`config.mk`:
```
export PLATFORM = sky130hd
export DESIGN_NAME = charged_cone_isolation_sum
export DESIGN_NICKNAME = d
export VERILOG_FILES = /design/src/ccis_pkg.sv /design/src/ccis_mul.sv /design/src/charged_cone_isolation_sum.sv
export SDC_FILE = /design/constraint.sdc
export NUM_CORES = 2
export LEC_CHECK = 0
export CORE_AREA = 2 2 378 380
export CTS_CLUSTER_DIAMETER = 30
export DETAILED_ROUTE_END_ITERATION = 10
export DIE_AREA = 0 0 380 382
export DONT_BUFFER_PORTS = 1
export PLACE_DENSITY = 0.68
export SLEW_MARGIN = 40
export SYNTH_ARGS = -nofsm -noshare
export SYNTH_HDL_FRONTEND = slang
export SYNTH_SLANG_ARGS = --single-unit
export TNS_END_PERCENT = 30
```
`constraint.sdc`:
```
create_clock -name clk_i -period 24 [get_ports clk_i]
set_clock_uncertainty 0.05 [all_clocks]
set_input_delay 0 -clock clk_i [delete_from_list [all_inputs] [get_ports clk_i]]
set_output_delay 0 -clock clk_i [all_outputs]
set_load 0.03 [all_outputs]
```
`src/ccis_pkg.sv`:
```
package ccis_pkg;

  // Fraction bits of the internal angle and log datapath
  localparam int IQ = 24;
  localparam int PI_Q = 52707179;
  localparam int HALF_PI_Q = 26353589;
  localparam logic [23:0] LN2_Q = 24'd11629080;

  localparam logic [1:0] REQ_START = 2'd0;
  localparam logic [1:0] REQ_PART  = 2'd1;
  localparam logic [1:0] REQ_END   = 2'd2;

  localparam logic [1:0] CFG_CONE_RADIUS = 2'd0;
  localparam logic [1:0] CFG_ETA_LIMIT   = 2'd1;

  localparam logic [7:0] STATUS_FINAL = 8'd1;

  typedef enum logic [4:0] {
    ST_IDLE,
    ST_SQX,
    ST_SQY,
    ST_SQZ,
    ST_PTCHK,
    ST_SQRT_PT,
    ST_SQRT_P,
    ST_DIV,
    ST_NORM,
    ST_LN,
    ST_ETA,
    ST_ROT,
    ST_CORDIC,
    ST_PHI,
    ST_CUT,
    ST_SQE,
    ST_SQP,
    ST_SQR,
    ST_DEC
  } state_e;

  // atan(2^-i) in Q24
  function automatic logic [23:0] atan_step(input logic [5:0] i);
    logic [23:0] r;
    case (i)
      6'd0: r = 24'd13176795;
      6'd1: r = 24'd7778716;
      6'd2: r = 24'd4110060;
      6'd3: r = 24'd2086331;
      6'd4: r = 24'd1047214;
      6'd5: r = 24'd524117;
      6'd6: r = 24'd262123;
      6'd7: r = 24'd131069;
      default: r = (i < 6'd24) ? (24'd1 << (6'd24 - i)) : 24'd0;
    endcase
    return r;
  endfunction

  // ln(1 + 2^-i) in Q24 for i >= 1 (entry 0 is zero)
  function automatic logic [23:0] ln1p_step(input logic [5:0] i);
    logic [23:0] r;
    case (i)
      6'd0: r = 24'd0;
      6'd1: r = 24'd6802576;
      6'd2: r = 24'd3743728;
      6'd3: r = 24'd1976071;
      6'd4: r = 24'd1017112;
      6'd5: r = 24'd516263;
      6'd6: r = 24'd260117;
      6'd7: r = 24'd130563;
      6'd8: r = 24'd65536 - 24'd128;
      6'd9: r = 24'd32768 - 24'd32;
      6'd10: r = 24'd16384 - 24'd8;
      6'd11: r = 24'd8192 - 24'd2;
      default: r = (i <= 6'd24) ? (24'd1 << (6'd24 - i)) : 24'd0;
    endcase
    return r;
  endfunction

endpackage

```
`src/ccis_mul.sv`:
```
module ccis_mul (
  input  logic        clk_i,
  input  logic [23:0] a_i,
  input  logic [23:0] b_i,
  output logic [47:0] prod_o
);

  logic [47:0] prod_q;

  always_ff @(posedge clk_i) begin
    prod_q <= 48'(a_i) * 48'(b_i);
  end

  assign prod_o = prod_q;

endmodule

```
`src/charged_cone_isolation_sum.sv`:
```
// Charged-particle cone isolation sum.
// Requests come in on in_valid_i/in_stall_o: a start request carries the
// reference momentum and clears the sum, a particle request may add its pt,
// an end request puts the sum on out_valid_o/cone_sum_o. Request type 3
// is dropped.
// Start and accepted particle requests run through one shared 24x24
// multiplier, a shared compare/subtract unit (two square roots of 31
// steps, a 56-step restoring divide), a log normalize loop (k octaves
// of (p+|pz|)/pt, 0 to 24), CORDIC_STEPS shift-and-add log steps and
// CORDIC_STEPS circular CORDIC steps. A start or particle keeps the block
// busy throughout; one outside the eta cut skips the cone test, a zero-pt
// request ends at the pt check, and status/charge rejects and drops leave
// the block idle. An end request shows up on out_valid_o in the cycle
// after it is taken. The input side stalls while busy and while a result
// is held with out_stall_i high.
// Reset clears the reference to (0,0), the sum to zero and the registers
// to cone_radius 410 and eta_limit 2560. Config writes on cfg_we_i are
// meant to be issued only while the block is idle.
module charged_cone_isolation_sum #(
  parameter int ANGLE_FRAC_BITS = 10,
  parameter int CORDIC_STEPS = 16
) (
  input  logic               clk_i,
  input  logic               rst_ni,
  input  logic               cfg_we_i,
  input  logic [1:0]         cfg_idx_i,
  input  logic [13:0]        cfg_data_i,
  input  logic               in_valid_i,
  output logic               in_stall_o,
  input  logic [1:0]         req_type_i,
  input  logic signed [23:0] mom_x_i,
  input  logic signed [23:0] mom_y_i,
  input  logic signed [23:0] mom_z_i,
  input  logic [7:0]         status_i,
  input  logic signed [2:0]  charge_i,
  output logic               out_valid_o,
  input  logic               out_stall_i,
  output logic [31:0]        cone_sum_o
);

  localparam int A = ANGLE_FRAC_BITS;
  localparam int S = CORDIC_STEPS;
  localparam int SHR = ccis_pkg::IQ - A;
  localparam int ETA_W = A + 7;
  localparam int REF_ETA_W = A + 6;
  localparam int PHI_W = A + 3;
  localparam int DPHI_W = A + 5;
  localparam int DETA_W = A + 8;
  localparam int D2_W = 2 * A + 15;
  localparam int CUT_W = A + 17;
  localparam int CMP_W = 2 * A + 36;
  localparam int RND_HALF = 1 << (SHR - 1);
  localparam int PI_A = (ccis_pkg::PI_Q + RND_HALF) >> SHR;
  localparam logic [63:0] D2_MIN = (64'd1 << (2 * A)) / 64'd10000;
  localparam logic signed [REF_ETA_W-1:0] ETA_SAT = REF_ETA_W'((1 << (A + 5)) - 1);
  localparam logic signed [ETA_W-1:0] ETA_SAT_W = ETA_W'((1 << (A + 5)) - 1);
  localparam logic signed [DPHI_W-1:0] PI_S = DPHI_W'(PI_A);
  localparam logic signed [DPHI_W-1:0] TWO_PI_S = DPHI_W'(2 * PI_A);

  ccis_pkg::state_e state_q, state_d;

  logic [13:0] cone_radius_q, cone_radius_d, eta_limit_q, eta_limit_d;
  logic signed [REF_ETA_W-1:0] ref_eta_q, ref_eta_d;
  logic signed [PHI_W-1:0] ref_phi_q, ref_phi_d;
  logic [31:0] sum_q, sum_d, cone_sum_q, cone_sum_d;
  logic out_valid_q, out_valid_d;

  logic signed [23:0] px_q, px_d, py_q, py_d, pz_q, pz_d;
  logic start_q, start_d;
  logic [47:0] ptsq_q, ptsq_d;
  logic [61:0] work_q, work_d;
  logic [34:0] rem_q, rem_d;
  logic [30:0] root_q, root_d, pt7_q, pt7_d;
  logic [24:0] pt_q, pt_d;
  logic [5:0] cnt_q, cnt_d;
  logic [29:0] acc_q, acc_d;
  logic [25:0] t_q, t_d;
  logic signed [ETA_W-1:0] eta_q, eta_d;
  logic signed [35:0] x_q, x_d, y_q, y_d;
  logic signed [27:0] z_q, z_d;
  logic signed [PHI_W-1:0] phi_q, phi_d;
  logic [DETA_W-1:0] dabs_e_q, dabs_e_d;
  logic [DPHI_W-1:0] dabs_p_q, dabs_p_d;
  logic [D2_W-1:0] d2_q, d2_d;

  logic in_acc, out_acc;
  logic [23:0] ax, ay, az, mul_a, mul_b;
  logic [47:0] prod;
  logic [34:0] sub_a, sub_b, diff;
  logic ge;
  logic [30:0] root_nx;
  logic [31:0] num;
  logic [25:0] ln_c;
  logic [30:0] mag_full;
  logic signed [ETA_W-1:0] mag;
  logic signed [35:0] x0, y0, xs, ys;
  logic signed [27:0] atn;
  logic signed [28:0] zr;
  logic [ETA_W-1:0] aeta;
  logic signed [DETA_W-1:0] deta;
  logic signed [DPHI_W-1:0] dphi;
  logic [CUT_W-1:0] cut_l, cut_r;
  logic [CMP_W-1:0] cmp_l, cmp_r;
  logic [32:0] sum_ext;

  assign in_acc = in_valid_i & ~in_stall_o;
  assign out_acc = out_valid_q & ~out_stall_i;
  assign in_stall_o = (state_q != ccis_pkg::ST_IDLE) | (out_valid_q & out_stall_i);
  assign out_valid_o = out_valid_q;
  assign cone_sum_o = cone_sum_q;

  assign ax = px_q[23] ? 24'(-px_q) : 24'(px_q);
  assign ay = py_q[23] ? 24'(-py_q) : 24'(py_q);
  assign az = pz_q[23] ? 24'(-pz_q) : 24'(pz_q);

  ccis_mul u_mul (
    .clk_i  (clk_i),
    .a_i    (mul_a),
    .b_i    (mul_b),
    .prod_o (prod)
  );

  // shared compare/subtract for square root and divide
  always_comb begin
    if (state_q == ccis_pkg::ST_DIV) begin
      sub_a = {rem_q[33:0], work_q[55]};
      sub_b = 35'(pt7_q);
    end else begin
      sub_a = {rem_q[32:0], work_q[61:60]};
      sub_b = {2'b00, root_q, 2'b01};
    end
    ge = sub_a >= sub_b;
    diff = sub_a - sub_b;
  end

  assign root_nx = {root_q[29:0], ge};
  assign num = 32'(root_nx) + {1'b0, az, 7'd0};
  assign ln_c = t_q + (t_q >> cnt_q);
  assign mag_full = ({1'b0, acc_q} + 31'(RND_HALF)) >> SHR;
  assign mag = $signed(mag_full[ETA_W-1:0]);
  assign x0 = {{4{px_q[23]}}, px_q, 8'd0};
  assign y0 = {{4{py_q[23]}}, py_q, 8'd0};
  assign xs = x_q >>> cnt_q;
  assign ys = y_q >>> cnt_q;
  assign atn = $signed(28'(ccis_pkg::atan_step(cnt_q)));
  assign zr = 29'(z_q) + 29'(RND_HALF);
  assign aeta = eta_q[ETA_W-1] ? ETA_W'(-eta_q) : ETA_W'(eta_q);
  assign deta = DETA_W'(eta_q) - DETA_W'(ref_eta_q);
  assign cut_l = CUT_W'(aeta) << 10;
  assign cut_r = CUT_W'(eta_limit_q) << A;
  assign cmp_l = CMP_W'(d2_q) << 20;
  assign cmp_r = CMP_W'(prod[27:0]) << (2 * A);
  assign sum_ext = {1'b0, sum_q} + 33'(pt_q);

  always_comb begin
    dphi = DPHI_W'(phi_q) - DPHI_W'(ref_phi_q);
    if (dphi > PI_S) begin
      dphi = dphi - TWO_PI_S;
    end else if (dphi < -PI_S) begin
      dphi = dphi + TWO_PI_S;
    end
  end

  always_comb begin
    state_d = state_q;
    cone_radius_d = cone_radius_q;
    eta_limit_d = eta_limit_q;
    ref_eta_d = ref_eta_q;
    ref_phi_d = ref_phi_q;
    sum_d = sum_q;
    cone_sum_d = cone_sum_q;
    out_valid_d = out_valid_q & ~out_acc;
    px_d = px_q;
    py_d = py_q;
    pz_d = pz_q;
    start_d = start_q;
    ptsq_d = ptsq_q;
    work_d = work_q;
    rem_d = rem_q;
    root_d = root_q;
    pt7_d = pt7_q;
    pt_d = pt_q;
    cnt_d = cnt_q;
    acc_d = acc_q;
    t_d = t_q;
    eta_d = eta_q;
    x_d = x_q;
    y_d = y_q;
    z_d = z_q;
    phi_d = phi_q;
    dabs_e_d = dabs_e_q;
    dabs_p_d = dabs_p_q;
    d2_d = d2_q;
    mul_a = ax;
    mul_b = ax;

    if (cfg_we_i) begin
      unique case (cfg_idx_i)
        ccis_pkg::CFG_CONE_RADIUS: cone_radius_d = cfg_data_i;
        ccis_pkg::CFG_ETA_LIMIT:   eta_limit_d = cfg_data_i;
        default: ;
      endcase
    end

    unique case (state_q)
      ccis_pkg::ST_IDLE: begin
        if (in_acc) begin
          px_d = mom_x_i;
          py_d = mom_y_i;
          pz_d = mom_z_i;
          start_d = (req_type_i == ccis_pkg::REQ_START);
          unique case (req_type_i)
            ccis_pkg::REQ_START: state_d = ccis_pkg::ST_SQX;
            ccis_pkg::REQ_PART: begin
              if (status_i == ccis_pkg::STATUS_FINAL && charge_i != 3'sd0) begin
                state_d = ccis_pkg::ST_SQX;
              end
            end
            ccis_pkg::REQ_END: begin
              out_valid_d = 1'b1;
              cone_sum_d = sum_q;
            end
            default: ;
          endcase
        end
      end
      ccis_pkg::ST_SQX: state_d = ccis_pkg::ST_SQY;
      ccis_pkg::ST_SQY: begin
        mul_a = ay;
        mul_b = ay;
        ptsq_d = prod;
        state_d = ccis_pkg::ST_SQZ;
      end
      ccis_pkg::ST_SQZ: begin
        mul_a = az;
        mul_b = az;
        ptsq_d = ptsq_q + prod;
        state_d = ccis_pkg::ST_PTCHK;
      end
      ccis_pkg::ST_PTCHK: begin
        if (ptsq_q == 48'd0) begin
          // no transverse momentum: eta saturates, phi is zero
          if (start_q) begin
            ref_eta_d = pz_q[23] ? -ETA_SAT : ETA_SAT;
            ref_phi_d = '0;
            sum_d = '0;
          end
          state_d = ccis_pkg::ST_IDLE;
        end else begin
          work_d = {ptsq_q, 14'd0};
          ptsq_d = ptsq_q + prod;
          rem_d = '0;
          root_d = '0;
          cnt_d = '0;
          state_d = ccis_pkg::ST_SQRT_PT;
        end
      end
      ccis_pkg::ST_SQRT_PT, ccis_pkg::ST_SQRT_P: begin
        rem_d = ge ? diff : sub_a;
        root_d = root_nx;
        work_d = {work_q[59:0], 2'b00};
        cnt_d = cnt_q + 6'd1;
        if (cnt_q == 6'd30) begin
          rem_d = '0;
          root_d = '0;
          cnt_d = '0;
          if (state_q == ccis_pkg::ST_SQRT_PT) begin
            pt7_d = root_nx;
            work_d = {ptsq_q, 14'd0};
            state_d = ccis_pkg::ST_SQRT_P;
          end else begin
            pt_d = 25'((32'(pt7_q) + 32'd64) >> 7);
            work_d = {6'd0, num, 24'd0};
            state_d = ccis_pkg::ST_DIV;
          end
        end
      end
      ccis_pkg::ST_DIV: begin
        rem_d = ge ? diff : sub_a;
        work_d = {6'd0, work_q[54:0], ge};
        cnt_d = cnt_q + 6'd1;
        if (cnt_q == 6'd55) begin
          acc_d = '0;
          state_d = ccis_pkg::ST_NORM;
        end
      end
      ccis_pkg::ST_NORM: begin
        // one octave per cycle down to a mantissa in [1,2)
        if (work_q[55:25] != 31'd0) begin
          work_d = work_q >> 1;
          acc_d = acc_q + 30'(ccis_pkg::LN2_Q);
        end else begin
          t_d = 26'd1 << ccis_pkg::IQ;
          cnt_d = 6'd1;
          state_d = ccis_pkg::ST_LN;
        end
      end
      ccis_pkg::ST_LN: begin
        if (ln_c <= {1'b0, work_q[24:0]}) begin
          t_d = ln_c;
          acc_d = acc_q + 30'(ccis_pkg::ln1p_step(cnt_q));
        end
        cnt_d = cnt_q + 6'd1;
        if (cnt_q == 6'(S)) begin
          state_d = ccis_pkg::ST_ETA;
        end
      end
      ccis_pkg::ST_ETA: begin
        eta_d = pz_q[23] ? -mag : mag;
        state_d = ccis_pkg::ST_ROT;
      end
      ccis_pkg::ST_ROT: begin
        x_d = x0;
        y_d = y0;
        z_d = '0;
        if (px_q[23]) begin
          if (!py_q[23]) begin
            x_d = y0;
            y_d = -x0;
            z_d = 28'(ccis_pkg::HALF_PI_Q);
          end else begin
            x_d = -y0;
            y_d = x0;
            z_d = -28'(ccis_pkg::HALF_PI_Q);
          end
        end
        cnt_d = '0;
        state_d = ccis_pkg::ST_CORDIC;
      end
      ccis_pkg::ST_CORDIC: begin
        if (y_q > 36'sd0) begin
          x_d = x_q + ys;
          y_d = y_q - xs;
          z_d = z_q + atn;
        end else begin
          x_d = x_q - ys;
          y_d = y_q + xs;
          z_d = z_q - atn;
        end
        cnt_d = cnt_q + 6'd1;
        if (cnt_q == 6'(S - 1)) begin
          state_d = ccis_pkg::ST_PHI;
        end
      end
      ccis_pkg::ST_PHI: begin
        phi_d = PHI_W'(zr >>> SHR);
        if (start_q) begin
          if (eta_q > ETA_SAT_W) begin
            ref_eta_d = ETA_SAT;
          end else if (eta_q < -ETA_SAT_W) begin
            ref_eta_d = -ETA_SAT;
          end else begin
            ref_eta_d = REF_ETA_W'(eta_q);
          end
          ref_phi_d = PHI_W'(zr >>> SHR);
          sum_d = '0;
          state_d = ccis_pkg::ST_IDLE;
        end else begin
          state_d = ccis_pkg::ST_CUT;
        end
      end
      ccis_pkg::ST_CUT: begin
        dabs_e_d = deta[DETA_W-1] ? DETA_W'(-deta) : DETA_W'(deta);
        dabs_p_d = dphi[DPHI_W-1] ? DPHI_W'(-dphi) : DPHI_W'(dphi);
        state_d = (cut_l >= cut_r) ? ccis_pkg::ST_IDLE : ccis_pkg::ST_SQE;
      end
      ccis_pkg::ST_SQE: begin
        mul_a = 24'(dabs_e_q);
        mul_b = 24'(dabs_e_q);
        state_d = ccis_pkg::ST_SQP;
      end
      ccis_pkg::ST_SQP: begin
        mul_a = 24'(dabs_p_q);
        mul_b = 24'(dabs_p_q);
        d2_d = D2_W'(prod);
        state_d = ccis_pkg::ST_SQR;
      end
      ccis_pkg::ST_SQR: begin
        mul_a = 24'(cone_radius_q);
        mul_b = 24'(cone_radius_q);
        d2_d = d2_q + D2_W'(prod);
        state_d = ccis_pkg::ST_DEC;
      end
      ccis_pkg::ST_DEC: begin
        // inner cone 0.01 and outer radius, compared on squares
        if (64'(d2_q) > D2_MIN && cmp_l < cmp_r) begin
          sum_d = sum_ext[32] ? 32'hFFFF_FFFF : sum_ext[31:0];
        end
        state_d = ccis_pkg::ST_IDLE;
      end
      default: state_d = ccis_pkg::ST_IDLE;
    endcase
  end

  always_ff @(posedge clk_i or negedge rst_ni) begin
    if (!rst_ni) begin
      state_q <= ccis_pkg::ST_IDLE;
      cone_radius_q <= 14'd410;
      eta_limit_q <= 14'd2560;
      ref_eta_q <= '0;
      ref_phi_q <= '0;
      sum_q <= '0;
      out_valid_q <= 1'b0;
    end else begin
      state_q <= state_d;
      cone_radius_q <= cone_radius_d;
      eta_limit_q <= eta_limit_d;
      ref_eta_q <= ref_eta_d;
      ref_phi_q <= ref_phi_d;
      sum_q <= sum_d;
      out_valid_q <= out_valid_d;
    end
  end

  always_ff @(posedge clk_i) begin
    cone_sum_q <= cone_sum_d;
    px_q <= px_d;
    py_q <= py_d;
    pz_q <= pz_d;
    start_q <= start_d;
    ptsq_q <= ptsq_d;
    work_q <= work_d;
    rem_q <= rem_d;
    root_q <= root_d;
    pt7_q <= pt7_d;
    pt_q <= pt_d;
    cnt_q <= cnt_d;
    acc_q <= acc_d;
    t_q <= t_d;
    eta_q <= eta_d;
    x_q <= x_d;
    y_q <= y_d;
    z_q <= z_d;
    phi_q <= phi_d;
    dabs_e_q <= dabs_e_d;
    dabs_p_q <= dabs_p_d;
    d2_q <= d2_d;
  end

endmodule
```
==> results.json <==
{
  "outcome": "finished, violations left",
  "violations": "design-rule violations",
  "cts_setup_buffers": 0,
  "setup_viol_count_final": 0,
  "clock_sinks": 737,
  "clkTransAtPathRegs_ps": 60,
  "drc_errors": 2,
  "antenna_found_initial": 14,
  "postRouteAntennaNets": 0,
  "p_switching_uw": 918.7,
  "avgRoutedWirePerCell_um": 23.75,
  "maxCapViolCount": 0,
  "dpl_cell_area_um2": 78950,
  "grt_use_total_pct": 34.38,
  "synth_cells": 8498,
  "async_flop_share_pct": 12.89,
  "grt_pass1_wl_um": 387500,
  "drt-total-wl_um": 254200,
  "required_ps": 24630,
  "min_period_ps": 11810,
  "die_h_um": 382,
  "synthToLayoutAreaGrowth_pct": 14.13,
  "yosys_warnings": 0,
  "crit_type": "reg -> reg",
  "grt_pass1_vias": 65100,
  "pin_count": 140,
  "synth_area_um2": 76970,
  "syn_avg_cell_area_um2": 9.057,
  "muxShareOfSynthArea_pct": 5.991,
  "p_total_uw": 4156,
  "finalWorstSetupSlack_ps": 12190,
  "multi_input_area_um2": 51240,
  "rsz0062_at_grt": "false",
  "yosysTopAreaCell": "edfxtp_1",
  "synth_top_family_by_area": "adder cells",
  "utilization_pct": 62.35,
  "tightest_slew_ps": 879.2,
  "final_cell_area_um2": 87840,
  "synth_compound_area_share_pct": 17.26,
  "clock_latency_ps": 810,
  "via_per_inst": 6.268,
  "cts_resized": 0,
  "die-area_um2": 145200,
  "htreeDepth": 4,
  "ys_seq_elements": 737,
  "power_frac_clock_pct": 65.1,
  "gp_congestion": 0.9902,
  "period_share_pct": 49.21,
  "hp-class": "in -> reg",
  "clk_path_buf_depth": 3,
  "fmax_ghz": 0.08467,
  "holdBufCountCts": 194,
  "worst_path_max_delay_cell": "a211oi_1",
  "yosysSeqAreaShare_pct": 27.54,
  "preCtsSetupSlack_ps": 12420,
  "synth_xor_area_share_pct": 6.987,
  "hpwl_um": 191000,
  "cellLeakagePower_uw": 0.03838,
  "nets": 9781,
  "fin_setup_tns_ps": 0,
  "crit_buf_inv": 7,
  "cts_buffers": 192,
  "port_buffers": 0,
  "overflow": 0,
  "grt_max_degree": 107,
  "fp.dieW_um": 380,
  "synth_edf_count": 595,
  "synth_top_area_share_pct": 23.21,
  "cp.depth": 37,
  "cp_top_family": "adder cells",
  "peakVddDrop_uv": 69.83,
  "drtIter0Drc": 6827,
  "seqCellArea_um2": 21200,
  "synth.area.top_cells": "edfxtp_1 (23%), fa_1 (11%), ha_1 (9.8%)",
  "cellInternalPower_uw": 3237,
  "hold_violations": 0,
  "ff2ff_path_depth": 37,
  "tritoncts": "yes",
  "pwr-share-comb_pct": 1.6,
  "cp.arrival_ps": 12440,
  "num_vias": 67082,
  "cts_root_buffer": "clkbuf_16",
  "power_density_nw_per_um2": 47.31,
  "n_fill_cell": 11908,
  "drive_gt1_share_pct": 8.778,
  "maxSlewHeadroom_pct": 40.96,
  "start_util_pct": 54.63,
  "critPathMaxFanout": 15,
  "dr.pass1.iters": 10,
  "final_cell_mix": "inv_1 (869), nand2_1 (853), nor2_1 (680)",
  "synth_flop_cell": "edfxtp_1",
  "worst_setup_path_start_kind": "flip-flop",
  "maxSlewViolCount": 0,
  "core.rowCount": 138,
  "synth_fa_ha_area_share_pct": 21.19,
  "power.share.sequential_pct": 33.3,
  "yosys.area_share.simple_pct": 14.78,
  "swShare_pct": 22.11,
  "worstHoldPathCells": 4,
  "endpoint_kind": "flip-flop",
  "final_common_cell": "inv_1",
  "core_um2": 140900,
  "max_stage_delay_ps": 720,
  "synth_cell_types": 108
}
[sequential cells by signal, indices dropped and copies added (netlist names), 34 cells and up]
register / flops
y_q: 36
u_mul.prod_o: 47
work_q: 62
d2_q: 35
x_q: 36
rem_q: 34
ptsq_q: 48
[worst reg2reg max path: cells and delay by family, from the launching register on]
| kind | cells | cell delay, ps |
|---|---|---|
| AOI/OAI and AO/OA | 11 | 3080 |
| xor gates and xnor gates | 2 | 340 |
| adders and majority gates | 9 | 3920 |
| buffers and inverters | 7 | 920 |
| DFF | 1 | 510 |
| and+or+nand+nor | 8 | 2900 |
[per-layer routing]
metal  vias to the layer above  global-route usage [%]  routed length (um)
met3                       698                   6.048               23330
met5                         -                       0                 111
met4                        16                   18.70               15340
met2                      3392                   53.92              114100
li1                      30488                       -                   -
met1                     32488                   45.39              101300
[cell families (layout without fill, tap and decap cells)]
group,count (synthesis),count (layout)
buffers and inverters,1247,1553
flip-flops,737,737
XOR/XNOR,614,614
AND/OR/NAND/NOR,2450,2450
adder cells (fa/ha/maj),1040,1040
other,1,9
multiplexers,330,330
AO/OA/AOI/OAI,2079,2079
[area by class of cell]
class	instances	area share, %
diodes	6	0.01709
inverters	886	3.793
multi-input cells	6516	58.33
repair buffers	302	3.236
well taps	1890	2.692
clock buffers	217	5.707
flip-flops and latches	737	24.13
clock inverters	148	2.092
[worst paths after layout]
check                                       from  slack, ps                    endpoint
min                                req_type_i[0]         50      state_q[0]$_DFFE_PN0P_
max reg2reg                    px_q[0]$_DFFE_PP_      12190    u_mul.prod_o[44]$_DFF_P_
max in group asynchronous                 rst_ni      22930  eta_limit_q[2]$_DFFE_PN0P_
max                            px_q[0]$_DFFE_PP_      12190    u_mul.prod_o[44]$_DFF_P_
min in group asynchronous                 rst_ni        400  eta_limit_q[9]$_DFFE_PN1P_
min reg2reg                sum_q[28]$_DFFE_PN0P_        420    cone_sum_o[28]$_DFFE_PP_
[through the flow]
step | hold WS (ps) | std cells
5_1_grt | 34.07 | 10700
6_report | 54.10 | 10702
3_5_place_dp | -337.1 | 10137
3_3_place_gp | -336.5 | 10132
4_1_cts | 0.6206 | 10696
2_1_floorplan | -345.6 | 8500
[synth_stat cells, types with 63 or more instances]
master	number
o21ai_0	490
o21a_1	78
xnor2_1	393
inv_1	873
dfrtp_1	88
fa_1	439
mux4_2	91
and3_1	91
a21o_1	194
nor2_1	687
nand2_1	859
nand4_1	63
nor2b_1	79
clkbuf_1	280
mux2_2	79
ha_1	601
edfxtp_1	595
nor3_1	114
mux2i_1	154
or3_1	70
nand3_1	159
a21oi_1	595
o22ai_1	65
xor2_1	221
nand2b_1	86
[power groups by stage]
stage / Sequential (uW) / Combinational [uW] / Clock [uW]
5_1_grt: 1390 / 71.8 / 2790
3_5_place_dp: 1410 / 27.0 / 0
4_1_cts: 1380 / 65.1 / 2720
3_3_place_gp: 1410 / 25.3 / 0
2_1_floorplan: 1410 / 20.0 / 0
6_report: 1380 / 67.3 / 2700
Power figures use the tool's default switching activity.
